==> config.mk <==
export PLATFORM = sky130hd
export DESIGN_NAME = stirl_cell
export DESIGN_NICKNAME = d
export VERILOG_FILES = /design/src/sv/stirl_pkg.sv /design/src/sv/stirl_cell.sv
export SDC_FILE = /design/constraint.sdc
export NUM_CORES = 1
export LEC_CHECK = 0
export BUFFER_PORTS_ARGS = -buffer_cell sky130_fd_sc_hd__buf_2
export CORE_ASPECT_RATIO = 1.2
export CORE_MARGIN = 2
export CORE_UTILIZATION = 41
export DETAILED_ROUTE_END_ITERATION = 6
export HOLD_SLACK_MARGIN = 0.15
export MAX_ROUTING_LAYER = met4
export PLACE_DENSITY_LB_ADDON = 0.1
export SYNTH_ARGS = -nofsm -noshare
export SYNTH_HDL_FRONTEND = slang
export SYNTH_SLANG_ARGS = --single-unit
==> constraint.sdc <==
create_clock -name clk -period 1.4 [get_ports clk]
set_clock_uncertainty 0.1 [all_clocks]
set_input_delay 0.07 -clock clk [delete_from_list [all_inputs] [get_ports clk]]
set_output_delay 0.07 -clock clk [all_outputs]
set_load 0.01 [all_outputs]
==> src/sv/stirl_pkg.sv <==
package stirl_pkg;

  localparam int unsigned N_W = 7;
  localparam int unsigned V_W = 30;

  localparam logic [31:0] MODP   = 32'd1000000007;
  localparam logic [31:0] MODP_2 = 32'd2000000014;

  typedef struct packed {
    logic [N_W-1:0] elements;
    logic [N_W-1:0] groups;
  } in_t;

  typedef struct packed {
    logic [V_W-1:0] first_kind;
    logic [V_W-1:0] second_kind;
  } out_t;

  // broadcast controls from the sequencer to every cell
  typedef struct packed {
    logic load;    // restore row zero
    logic dbl;     // one bit of the serial multiply
    logic fin;     // add left neighbor, commit the new row
    logic shift;   // move the row one cell toward column zero
    logic m1_bit;  // current bit of (i-1), MSB first
  } ctrl_t;

  typedef enum logic [1:0] {
    ST_IDLE,
    ST_ROW,
    ST_SHIFT,
    ST_FINISH
  } state_t;

  // reduce a value below 3*P into [0, P)
  function automatic logic [V_W-1:0] mod_red(input logic [31:0] t);
    logic [31:0] t1;
    logic [31:0] t2;
    logic [31:0] r;
    t1 = t - MODP;
    t2 = t - MODP_2;
    if (t >= MODP_2) begin
      r = t2;
    end else if (t >= MODP) begin
      r = t1;
    end else begin
      r = t;
    end
    return r[V_W-1:0];
  endfunction

endpackage

==> src/sv/stirl_cell.sv <==
module stirl_cell #(
  parameter int IDX = 0,
  parameter int MW  = 1
) (
  input  logic             clk,
  input  stirl_pkg::ctrl_t ctrl_i,
  input  stirl_pkg::out_t  left_i,
  input  stirl_pkg::out_t  right_i,
  output stirl_pkg::out_t  val_o
);

  localparam logic [MW-1:0] IDX_V = MW'(IDX);
  localparam bit            COL0  = (IDX == 0);

  stirl_pkg::out_t                s_r;
  logic [stirl_pkg::V_W-1:0]      a1_r;
  logic [stirl_pkg::V_W-1:0]      a2_r;
  logic [MW-1:0]                  jsh_r;

  logic [31:0]                    d1;
  logic [31:0]                    d2;
  logic [31:0]                    f1;
  logic [31:0]                    f2;

  // double and add for both products, then the neighbor sums
  always_comb begin
    d1 = {1'b0, a1_r, 1'b0} + (ctrl_i.m1_bit ? {2'b0, s_r.first_kind} : 32'd0);
    d2 = {1'b0, a2_r, 1'b0} + (jsh_r[MW-1] ? {2'b0, s_r.second_kind} : 32'd0);
    f1 = {2'b0, left_i.first_kind} + {2'b0, a1_r};
    f2 = {2'b0, left_i.second_kind} + {2'b0, a2_r};
  end

  // hold the column value; advance the serial multiply or the row
  always_ff @(posedge clk) begin
    if (ctrl_i.load) begin
      s_r.first_kind  <= COL0 ? stirl_pkg::V_W'(1) : '0;
      s_r.second_kind <= COL0 ? stirl_pkg::V_W'(1) : '0;
      a1_r            <= '0;
      a2_r            <= '0;
      jsh_r           <= IDX_V;
    end else if (ctrl_i.fin) begin
      s_r.first_kind  <= COL0 ? '0 : stirl_pkg::mod_red(f1);
      s_r.second_kind <= COL0 ? '0 : stirl_pkg::mod_red(f2);
      a1_r            <= '0;
      a2_r            <= '0;
      jsh_r           <= IDX_V;
    end else if (ctrl_i.dbl) begin
      a1_r  <= stirl_pkg::mod_red(d1);
      a2_r  <= stirl_pkg::mod_red(d2);
      jsh_r <= jsh_r << 1;
    end else if (ctrl_i.shift) begin
      s_r <= right_i;
    end
  end

  assign val_o = s_r;

endmodule

==> summary.md, run 1 <==
| Metric | Value |
|---|---|
| I/O pin total | between 150 and 200 |
| Reg2Reg Depth | 3 |
| Total number of vias | between 2000 and 3000 |
| Final min period | approximately 1.3 ns |
| Final Slew Violations | 0 |
| Syn_nets | just under 400 |
| Register area share after synthesis | between 50% and 60% |
| First-pass GRT wire length | between 10000 and 15000 um |
| Cell Area, Synth | about 0.0022 mm^2 |
| Routed Antenna Nets | 0 |
| Max reg flops | 60 |
| Die height | ~84 um |
| GRT Residual Overflow | 0 |
| CTS root buf | clkbuf_8 |
| Port bufs | 124 |
| Vias in the first global route | about 2400 |
| Worst slack, placed | around 0.26 ns |
| Slew margin rel. | 72.2% |
| RSZ-0062 raised after global routing | no |
| RR Startpoint | val_o[0] |
| Avg Vias per Cell | roughly 4.7 |
| Largest net degree at the start of global routing | 31 |
| Critical Path Fanout Max | 29 |
| Warnings from Yosys | 0 |
| CP Launch Point | ctrl_i[2] |
| Seq cells post-synth | 60 |
| Outcome | completed |
| Drt wl/cell | 12.7 um |
| Total Wirelength | 6830 um |
| Synth top area share | around 55% |
| Hold buffers post-CTS | 90 |
| DRT iter0 DRCs | 130 |
| Clk slew on worst S/H paths | roughly 0.060 ns |
| P per Cell Area | around 910 mW/mm^2 |
| Die Span X | a little over 70 um |
| Final Net Count | about 600 |
| Critical path type | input pin to register |
| Core area | between 0.005 and 0.006 mm^2 |
| Reg2reg setup slack | 0.14 ns |
| Clock Latency Late Sink | between 0.3 and 0.4 ns |
| Cell variety after synth | 14 |
| Clk sinks | 60 |
| Fmax | 750 MHz |
| Initial Utilization | 41.9% |
| Crit start category | input pin |
| Worst-margin pin slew | 0.418 ns |
| Multi-input logic area | ~860 um^2 |
| Area leader, netlist | dfxtp_1 |
| CTS tree | built |
| Gate Count Post-Synth | about 260 |
| Setup ws final | about 0.066 ns |
| Critical-path top delay cell | dlygate4sd3_1 |
| Period utilisation layout | 95.3% |
| Post-route DRC | 0 |
| Leak | ~1.7 nW |
| Total Power | between 3 and 4 mW |
| Total CTS buffers | 9 |
| Hold crit path type | input pin to register |
| Max Root-Sink Buffers | 2 |
| CTS H-tree lvls | 3 |
| Postcts setup bufs | 0 |
| Critical path data required time | 1.55 ns |
| CTS resizes | 0 |
| Core Rows | 29 |
| Crit-path cells | dlygate4sd3_1 > buf_2 > or2_2 > buf_4 > a21oi_1 |
| Peak VDD IR | slightly below 0.8 mV |
| Setup TNS Final | 0 ns |
| Worst Setup End Kind | register |
| Worst r2r dst | val_o[0] |
| Fill cell count | ~370 |
| Ratio of cells with drive above 1 in the final layout | ~35% |
| Hold Vio Cnt, Final | 0 |
| Hold slack final | ~0.18 ns |
| Worst Setup EP | val_o[48] |
| Placed Area | 0.00285 mm^2 |
| Initial antenna violation count | 0 |
| DIE AREA | slightly below 0.006 mm^2 |
| GRT Util Overall | approximately a quarter |
| Antenna fix cells | 0 |
| Worst Path Arrival | 1.48 ns |
| Routability cong. | ~0.78 |
| # setup viols final | 0 |
| Total area of sequential cells | about 0.0012 mm^2 |
| DP Wirelength | around 3600 um |
| Synth Area per Inst | 8.32 um^2 |
| DRT Pass-1 Iters | 4 |
| Area delta synth->final | 79.4% |
| Synth top area cells | dfxtp_1 (55%), nand2_1 (20%), a21oi_1 (8.8%) |
| Number of max-cap violations | 0 |
| Slowest stage delay, CP | between 0.5 and 0.6 ns |
| Final design instance area without fill | a little under 0.004 mm^2 |
cell type report:
class | instances | area share, %
Tap cell | 62 | 1.99
Sequential cell | 60 | 30.8
Timing Repair Buffer | 220 | 41.2
Clock inverter | 3 | 0.385
Multi-Input combinational cell | 181 | 22.2
Clock buffer | 12 | 3.47
metrics by stage:
stage | std cells | utilization [%]
after floorplan | 261 | -
after global placement | 433 | 54.9
after detailed placement | 433 | 54.9
after CTS | 538 | 75.1
after global routing | 538 | 75.1
final | 538 | 75.1
worst max-delay path: cells and delay by family:
family,cells,cell delay (ns)
buffers and inverters,3,0.93
AND/OR/NAND/NOR,1,0.30
AO/OA/AOI/OAI,1,0.16
synthesized netlist by cell type, drive strengths merged:
master,number
nand2,116
or2,1
mux2i,2
buf,13
nand2b,1
o21bai,2
a21oi,58
clkbuf,7
dfxtp,60
nor2b,1
placed cells by master (no fill, tap or decap), drive strengths merged, types with 2 or more instances in the layout:
master / netlist / layout
buf: 13 / 130
o21bai: 2 / 2
clkbuf: 7 / 12
dlygate4sd3: 0 / 90
a21oi: 58 / 58
dfxtp: 60 / 60
mux2i: 2 / 2
nand2: 116 / 116
clkinv: 0 / 3
kinds of logic after synthesis:
logic type	Yosys count	share of synthesized area, %
and+or+nand+nor	119	20.9
muxes	2	0.922
DFF	60	55.3
buffers and inverters	20	5.36
AOI/OAI and AO/OA	60	17.5
layer usage:
metal	wire [um]	part of all wire (%)	vias to the layer above	track usage [%]
met5	0	0	-	-
met4	126	1.8	0	10.3
met3	503	7.4	12	6.64
met2	3280	48	105	38.1
met1	2930	43	1152	30.5
li1	-	-	1251	-
power by group:
| group | internal [mW] | leakage [nW] | switching [mW] | total [mW] |
|---|---|---|---|---|
| clock network | 0.625 | 0.0800 | 0.608 | 1.23 |
| logic | 0.305 | 1.11 | 0.228 | 0.534 |
| registers | 1.75 | 0.487 | 0.0187 | 1.77 |
worst min path at each step:
stage               from         to  slack (ns)  cells after the start
6_report       ctrl_i[1]  val_o[36]        0.18                      4
5_1_grt        ctrl_i[1]  val_o[29]        0.20                      4
4_1_cts        ctrl_i[1]  val_o[35]        0.16                      4
3_5_place_dp   ctrl_i[4]  val_o[30]        0.19                      2
3_3_place_gp   ctrl_i[4]   val_o[0]        0.18                      2
2_1_floorplan  ctrl_i[2]   val_o[0]        0.07                      1
(Power assumes the default switching activity.)
==> inputs of run 2 (changes only) <==
--- a/config.mk
+++ b/config.mk
@@ -5,10 +5,11 @@
 export SDC_FILE = /design/constraint.sdc
 export NUM_CORES = 1
 export LEC_CHECK = 0
+export ABC_AREA = 1
 export BUFFER_PORTS_ARGS = -buffer_cell sky130_fd_sc_hd__buf_2
 export CORE_ASPECT_RATIO = 1.2
 export CORE_MARGIN = 2
-export CORE_UTILIZATION = 41
+export CORE_UTILIZATION = 44
 export DETAILED_ROUTE_END_ITERATION = 6
 export HOLD_SLACK_MARGIN = 0.15
 export MAX_ROUTING_LAYER = met4
==> run 2 against run 1 <==
Critical path depth increased by 2; clock power increased by 11%; first-iteration DRC count increased by 9.2%; global-route usage decreased by 0.74 points; register-to-register slack improved by 0.03 ns; via count increased by 16%; critical path type unchanged; critical endpoint is now val_o[0].
==> summary.md, run 2 <==
| Metric | Value |
|---|---|
| Seq cells post-synth | 60 (unchanged) |
| RSZ-0062 raised after global routing | no |
| # setup viols final | 0 (unchanged) |
| Crit-path cells | dlygate4sd3_1 > buf_2 > inv_1 > nor2_1 > dlygate4sd3_1 > nand2_1 > nand3_1 |
| Period utilisation layout | 97.8% (+2.5 points) |
| Worst-margin pin slew | 0.380 ns (-0.0377 ns) |
| DRT iter0 DRCs | 142 (+9.2%) |
| First-pass GRT wire length | 11800 um (+3.6%) |
| CTS tree | built |
| DP Wirelength | 4200 um (+16%) |
| Net Switching | 0.986 mW (+15%) |
| Total CTS buffers | 9 (unchanged) |
| Top FF cell, synth | dfxtp_1 |
| Critical path type | input pin to register |
| P per Cell Area | 938 mW/mm^2 (+3.4%) |
| Total Wirelength | 7450 um (+9.0%) |
| Placed Area | 0.00326 mm^2 (+15%) |
| Hold path depth | 4 (unchanged) |
| Register area share after synthesis | 46.6% (-8.7 points) |
| Final min period | 1.37 ns (+0.0350 ns) |
| Hold crit path type | input pin to register |
| Antenna fix cells | 0 (unchanged) |
| DIE AREA | 0.00649 mm^2 (+10%) |
| Worst Setup EP | val_o[0] |
| Synth Area per Inst | 6.58 um^2 (-21%) |
| Vias in the first global route | 2594 (+6.3%) |
| Synth top area share | 46.6% (-8.7 points) |
| Leak | 2.19 nW (+30%) |
| Most frequent cells in the layout | buf_2 (123), nor2_1 (118), dlygate4sd3_1 (63) |
| Gate Count Post-Synth | 392 (+50%) |
| Die Span X | 73.9 um (+4.9%) |
| Post-route DRC | 0 (unchanged) |
| Outcome | completed |
| Total number of vias | 2917 (+16%) |
| Final Slew Violations | 0 (unchanged) |
| Setup TNS Final | 0 ns (unchanged) |
| Ys async rst share | 0% (unchanged) |
| Fmax | 730 MHz (-2.6%) |
| Drt wl/cell | 11.3 um (-11%) |
| Warnings from Yosys | 0 (unchanged) |
| Clk sinks | 60 (unchanged) |
| Area leader, netlist | dfxtp_1 |
| DRT Pass-1 Iters | 4 (unchanged) |
| Final design instance area without fill | 0.00407 mm^2 (+4.5%) |
| Routability cong. | 0.750 (-3.2%) |
| Clk slew on worst S/H paths | 0.06 ns (about the same) |
| Synth top area cells | dfxtp_1 (47%), nor2_1 (17%), nand3_1 (12%) |
| Setup ws final | 0.0308 ns (-0.0350 ns) |
| Avg Vias per Cell | 4.44 (-5.2%) |
| CP Launch Point | right_i[0] |
| Worst r2r dst | val_o[30] |
| Max Root-Sink Buffers | 2 (unchanged) |
| Area delta synth->final | 57.9% |
| Critical-path top delay cell | dlygate4sd3_1 |
| Final Core Density | 71.8% (-3.3 points) |
| Peak VDD IR | 0.656 mV (-16%) |
| Post-synth EDFFs | 0 (unchanged) |
| Slew margin rel. | 74.7% (+2.5 points) |
| CTS H-tree lvls | 3 (unchanged) |
| Slowest stage delay, CP | 0.55 ns (about the same) |
| GRT Residual Overflow | 0 (unchanged) |
| Clock power share | 35.6% (+0.7 points) |
| Switching part of the total | 25.8% (+1.6 points) |
| Cell mode on critical path | dlygate4sd3_1 |
| Clock Latency Late Sink | 0.32 ns (about the same) |
| Cell variety after synth | 13 (-1) |
| Commonest non-fill, non-tap cell in the layout | buf_2 |
| Worst Setup End Kind | register |
| Number of max-cap violations | 0 (unchanged) |
| Int Pwr | 2.83 mW (+5.7%) |
| Core area | 0.00567 mm^2 (+9.2%) |
| Most instantiated cells after synthesis | nor2_1 (118), inv_1 (62), nand3_1 (62), nand2_1 (61), dfxtp_1 (60) |
| Ratio of cells with drive above 1 in the final layout | 25.6% (-9.0 points) |
| Port bufs | 124 (unchanged) |
| Critical Path Fanout Max | 1 (-97%) |
| Worst Path Arrival | 1.48 ns (about the same) |
| Reg2Reg Depth | 3 (unchanged) |
| Crit start category | input pin |
| Hold Vio Cnt, Final | 0 (unchanged) |
| Cell Area, Synth | 0.00258 mm^2 (+19%) |
| CTS root buf | clkbuf_8 |
| Final Net Count | 699 (+17%) |
| Logic pwr share | 17.3% (+2.2 points) |
| RR Startpoint | val_o[30] |
| Reg2reg setup slack | 0.17 ns (+0.03 ns) |
| Flop pwr share | 47.1% (-2.9 points) |
| Most common cell in the netlist | nor2_1 |
| Die height | 87.9 um (+4.9%) |
| Max reg flops | 60 (unchanged) |
| Worst slack, placed | 0.341 ns (+0.0773 ns) |
| Routed Antenna Nets | 0 (unchanged) |
| Core Rows | 30 (+3.4%) |
| Largest net degree at the start of global routing | 37 (+19%) |
| Initial Utilization | 45.5% (+3.6 points) |
| Syn_nets | 518 (+34%) |
| GRT Util Overall | 24.0% (-0.74 points) |
| Initial antenna violation count | 0 (unchanged) |
| I/O pin total | 186 (unchanged) |
| Critical path data required time | 1.51 ns (-0.04 ns) |
[run 2: cell count changes in the layout (fill, tap and decap cells not counted), moves of 2 or more]
cell / previous run / this run
nor2_1: 0 / 118
inv_1: 0 / 62
nand3_1: 0 / 62
nand2_1: 116 / 61
a21oi_1: 38 / 0
dlygate4sd3_1: 90 / 63
a21oi_2: 20 / 0
buf_4: 3 / 5
clkbuf_8: 9 / 11
inv_2: 0 / 2
mux2i_1: 2 / 0
nor2_4: 0 / 2
o21bai_1: 2 / 0
[run 2: repair_timing]
action,in CTS,in global routing
hold endpoints to repair,60,0
gates resized for setup,0,1
hold buffers,64,0
buffers inserted,0,0
setup endpoints to repair,0,2
[run 2: worst min path at each step]
stage | from | end | slack [ns]
global route | ctrl_i[2] | val_o[0] | 0.24
global placement | ctrl_i[4] | val_o[30] | 0.24
CTS | ctrl_i[3] | val_o[35] | 0.20
detailed placement | ctrl_i[4] | val_o[30] | 0.25
floorplan | ctrl_i[4] | val_o[0] | 0.09
finish | ctrl_i[2] | val_o[0] | 0.19
[run 2: critical path: cells and delay by family]
| family | cells | cell delay (ns) |
|---|---|---|
| buffers and inverters | 4 | 1.25 |
| AND/OR/NAND/NOR | 3 | 0.16 |
[run 2: per-stage QoR]
stage                     hold WS [ns]  power [mW]  std cells
after floorplan                 0.0899        2.14        392
after global placement           0.240        2.34        579
after detailed placement         0.246        2.35        579
after CTS                        0.203        3.84        658
after global routing             0.235        4.00        657
final                            0.187        3.82        657
[run 2: layout make-up]
class	instances	area, um^2
Fill cell	466	1600
Timing Repair Buffer	195	1360
Sequential cell	60	1200
Multi-Input combinational cell	243	1000
Inverter	64	240
Clock buffer	13	159
Tap cell	80	100
Clock inverter	2	10.0
[run 2: cells by family after synthesis]
kind of cell           after synthesis  share of synthesized area [%]
and+or+nand+nor                    243                           38.8
buffers and inverters               89                           14.7
DFF                                 60                           46.6
[run 2: power groups by stage]
stage	registers (mW)	clock network (mW)	logic [mW]
finish	1.80	1.36	0.662
global route	1.80	1.46	0.741
CTS	1.80	1.38	0.656
detailed placement	1.83	0	0.518
global placement	1.83	0	0.513
floorplan	1.86	0	0.280
[run 2: layer usage]
layer	global-route usage, %	share of wire, %	vias to the layer above
met5	-	0	-
met4	10.7	0.68	0
met3	5.52	7.4	4
met2	38.1	49	105
met1	28.7	43	1292
li1	-	-	1516
==> inputs of run 3 (changes only) <==
--- a/config.mk
+++ b/config.mk
@@ -12,7 +12,6 @@
 export CORE_UTILIZATION = 44
 export DETAILED_ROUTE_END_ITERATION = 6
 export HOLD_SLACK_MARGIN = 0.15
-export MAX_ROUTING_LAYER = met4
 export PLACE_DENSITY_LB_ADDON = 0.1
 export SYNTH_ARGS = -nofsm -noshare
 export SYNTH_HDL_FRONTEND = slang
==> run 3 against run 2 <==
Non-clock buffer count is the same; design area did not move; critical path depth stayed put; wire length grew 0.62%; sequential share of layout area is the same; die area is the same; flip-flop and latch count unchanged; core utilization unchanged; via count up 0.51%; combinational power about the same; register-to-register slack is essentially flat; critical path type unchanged; largest power group unchanged.
==> summary.md, run 3 (synthesis gave the netlist of run 2 again) <==
| Metric | Value |
|---|---|
| Outcome | completed |
| DP Wirelength | 4200 um (unchanged) |
| CTS tree | built |
| Total Wirelength | 7490 um (+0.62%) |
| Port bufs | 124 (unchanged) |
| Worst slack, placed | 0.341 ns (unchanged) |
| Peak VDD IR | 0.655 mV (-0.12%) |
| Fmax | 727 MHz (-0.42%) |
| Leak | 2.19 nW (unchanged) |
| I/O pin total | 186 (unchanged) |
| Fill cell count | 466 (unchanged) |
| Final Net Count | 699 (unchanged) |
| Post-route DRC | 0 (unchanged) |
| Initial antenna violation count | 0 (unchanged) |
| Critical path type | input pin to register |
| Antenna fix cells | 0 (unchanged) |
| Hold path start | ctrl_i[2] |
| Final min period | 1.38 ns (+0.00584 ns) |
| Max Root-Sink Buffers | 2 (unchanged) |
| Vias in the first global route | 2592 (-0.077%) |
| Worst Path Arrival | 1.48 ns (about the same) |
| GRT Util Overall | 23.3% (-0.64 points) |
| Length of routed met3 wiring | 600 um (+9.5%) |
| Setup ws final | 0.0250 ns (-0.00584 ns) |
| Core area | 0.00567 mm^2 (unchanged) |
| Most frequent cells in the layout | buf_2 (123), nor2_1 (118), dlygate4sd3_1 (63) |
| DRT iter0 DRCs | 156 (+9.9%) |
| Final Slew Violations | 0 (unchanged) |
| Crit start category | input pin |
| Multi-input logic area | 0.00100 mm^2 (unchanged) |
| Die Span X | 73.9 um (unchanged) |
| Initial Utilization | 45.5% (unchanged) |
| P per Cell Area | 936 mW/mm^2 (-0.16%) |
| Worst-margin pin slew | 0.385 ns (+0.00508 ns) |
| Clk sinks | 60 (unchanged) |
| Core Rows | 30 (unchanged) |
| Hold slack final | 0.194 ns (+0.00756 ns) |
| Met1 WL | 3180 um (-1.2%) |
| Top routing layer used | met4 |
| CTS H-tree lvls | 3 (unchanged) |
| Die height | 87.9 um (unchanged) |
| CTS root buf | clkbuf_8 |
| Hold crit path type | input pin to register |
| Routability cong. | 0.741 (-1.2%) |
| Setup TNS Final | 0 ns (unchanged) |
| Avg Vias per Cell | 4.46 (+0.51%) |
| # setup viols final | 0 (unchanged) |
| Ratio of cells with drive above 1 in the final layout | 25.6% (unchanged) |
| DRT Pass-1 Iters | 4 (unchanged) |
| Number of max-cap violations | 0 (unchanged) |
| Clk slew on worst S/H paths | 0.06 ns (about the same) |
| Clock Latency Late Sink | 0.32 ns (about the same) |
| Worst Setup End Kind | register |
| Hold Vio Cnt, Final | 0 (unchanged) |
| Slew margin rel. | 74.3% (-0.34 points) |
| Largest net degree at the start of global routing | 37 (unchanged) |
| Total number of vias | 2932 (+0.51%) |
| Total CTS buffers | 9 (unchanged) |
| DIE AREA | 0.00649 mm^2 (unchanged) |
| First-pass GRT wire length | 11800 um (unchanged) |
| Critical path data required time | 1.51 ns (about the same) |
| Postcts setup bufs | 0 (unchanged) |
| Max reg flops | 60 (unchanged) |
| GRT Residual Overflow | 0 (unchanged) |
| Area delta synth->final | 57.9% (unchanged) |
| Drt wl/cell | 11.4 um (+0.62%) |
| RSZ-0062 raised after global routing | no |
| Met2 wire len | 3590 um (-1.3%) |
| Total area of sequential cells | 0.00120 mm^2 (unchanged) |
| Routed Antenna Nets | 0 (unchanged) |
| Commonest non-fill, non-tap cell in the layout | buf_2 |
| Period utilisation layout | 98.2% (+0.42 points) |
| RR Startpoint | val_o[30] |
| Critical Path Fanout Max | 1 (unchanged) |
| CP Launch Point | right_i[0] |
[run 3: cell counts in the layout (fill, tap and decap cells not counted)]
Identical to the previous run, type by type.
[run 3: layer usage]
metal | global-route usage, % | vias to the layer above
li1 | - | 1517
met1 | 28.5 | 1284
met2 | 37.8 | 118
met3 | 7.25 | 13
met4 | 9.75 | 0
met5 | 0 | -
[run 3: metrics by stage]
stage | area, um^2 | utilization, % | total power, mW | cells
finish | 4070 | 71.8 | 3.81 | 657
global placement | 3260 | 57.6 | 2.34 | 579
detailed placement | 3260 | 57.6 | 2.35 | 579
CTS | 4070 | 71.9 | 3.84 | 658
global route | 4070 | 71.8 | 4.01 | 657
floorplan | 2580 | - | 2.14 | 392
[run 3: area by class of cell]
| cell class | count | share of cell area [%] |
|---|---|---|
| Inverter | 64 | 5.90 |
| Tap cell | 80 | 2.46 |
| Clock buffer | 13 | 3.90 |
| Multi-Input combinational cell | 243 | 24.7 |
| Timing Repair Buffer | 195 | 33.3 |
| Sequential cell | 60 | 29.5 |
| Clock inverter | 2 | 0.246 |
[run 3: power breakdown]
| part | switching [mW] | internal (mW) | leakage (nW) |
|---|---|---|---|
| registers | 0.0291 | 1.77 | 0.489 |
| clock network | 0.626 | 0.725 | 0.0893 |
| logic | 0.325 | 0.338 | 1.61 |
[run 3: path summary, 6_finish.rpt]
path,cells past startpoint,to,slack (ns)
worst max register to register,3,val_o[30],0.17
worst max-delay path,7,val_o[0],0.02
worst min register to register,2,val_o[54],0.37
worst min-delay path,4,val_o[0],0.19
[run 3: worst max-delay path, cell delays in order]
cell,delay [ns]
dlygate4sd3_1,0.53
buf_2,0.12
inv_1,0.05
nor2_1,0.03
dlygate4sd3_1,0.55
nand2_1,0.06
nand3_1,0.07
[run 3: what timing repair did]
action / in CTS / in global routing
hold endpoints to repair: 60 / 0
hold buffers: 64 / 0
gates resized for setup: 0 / 1
endpoints found under the setup margin: 0 / 2
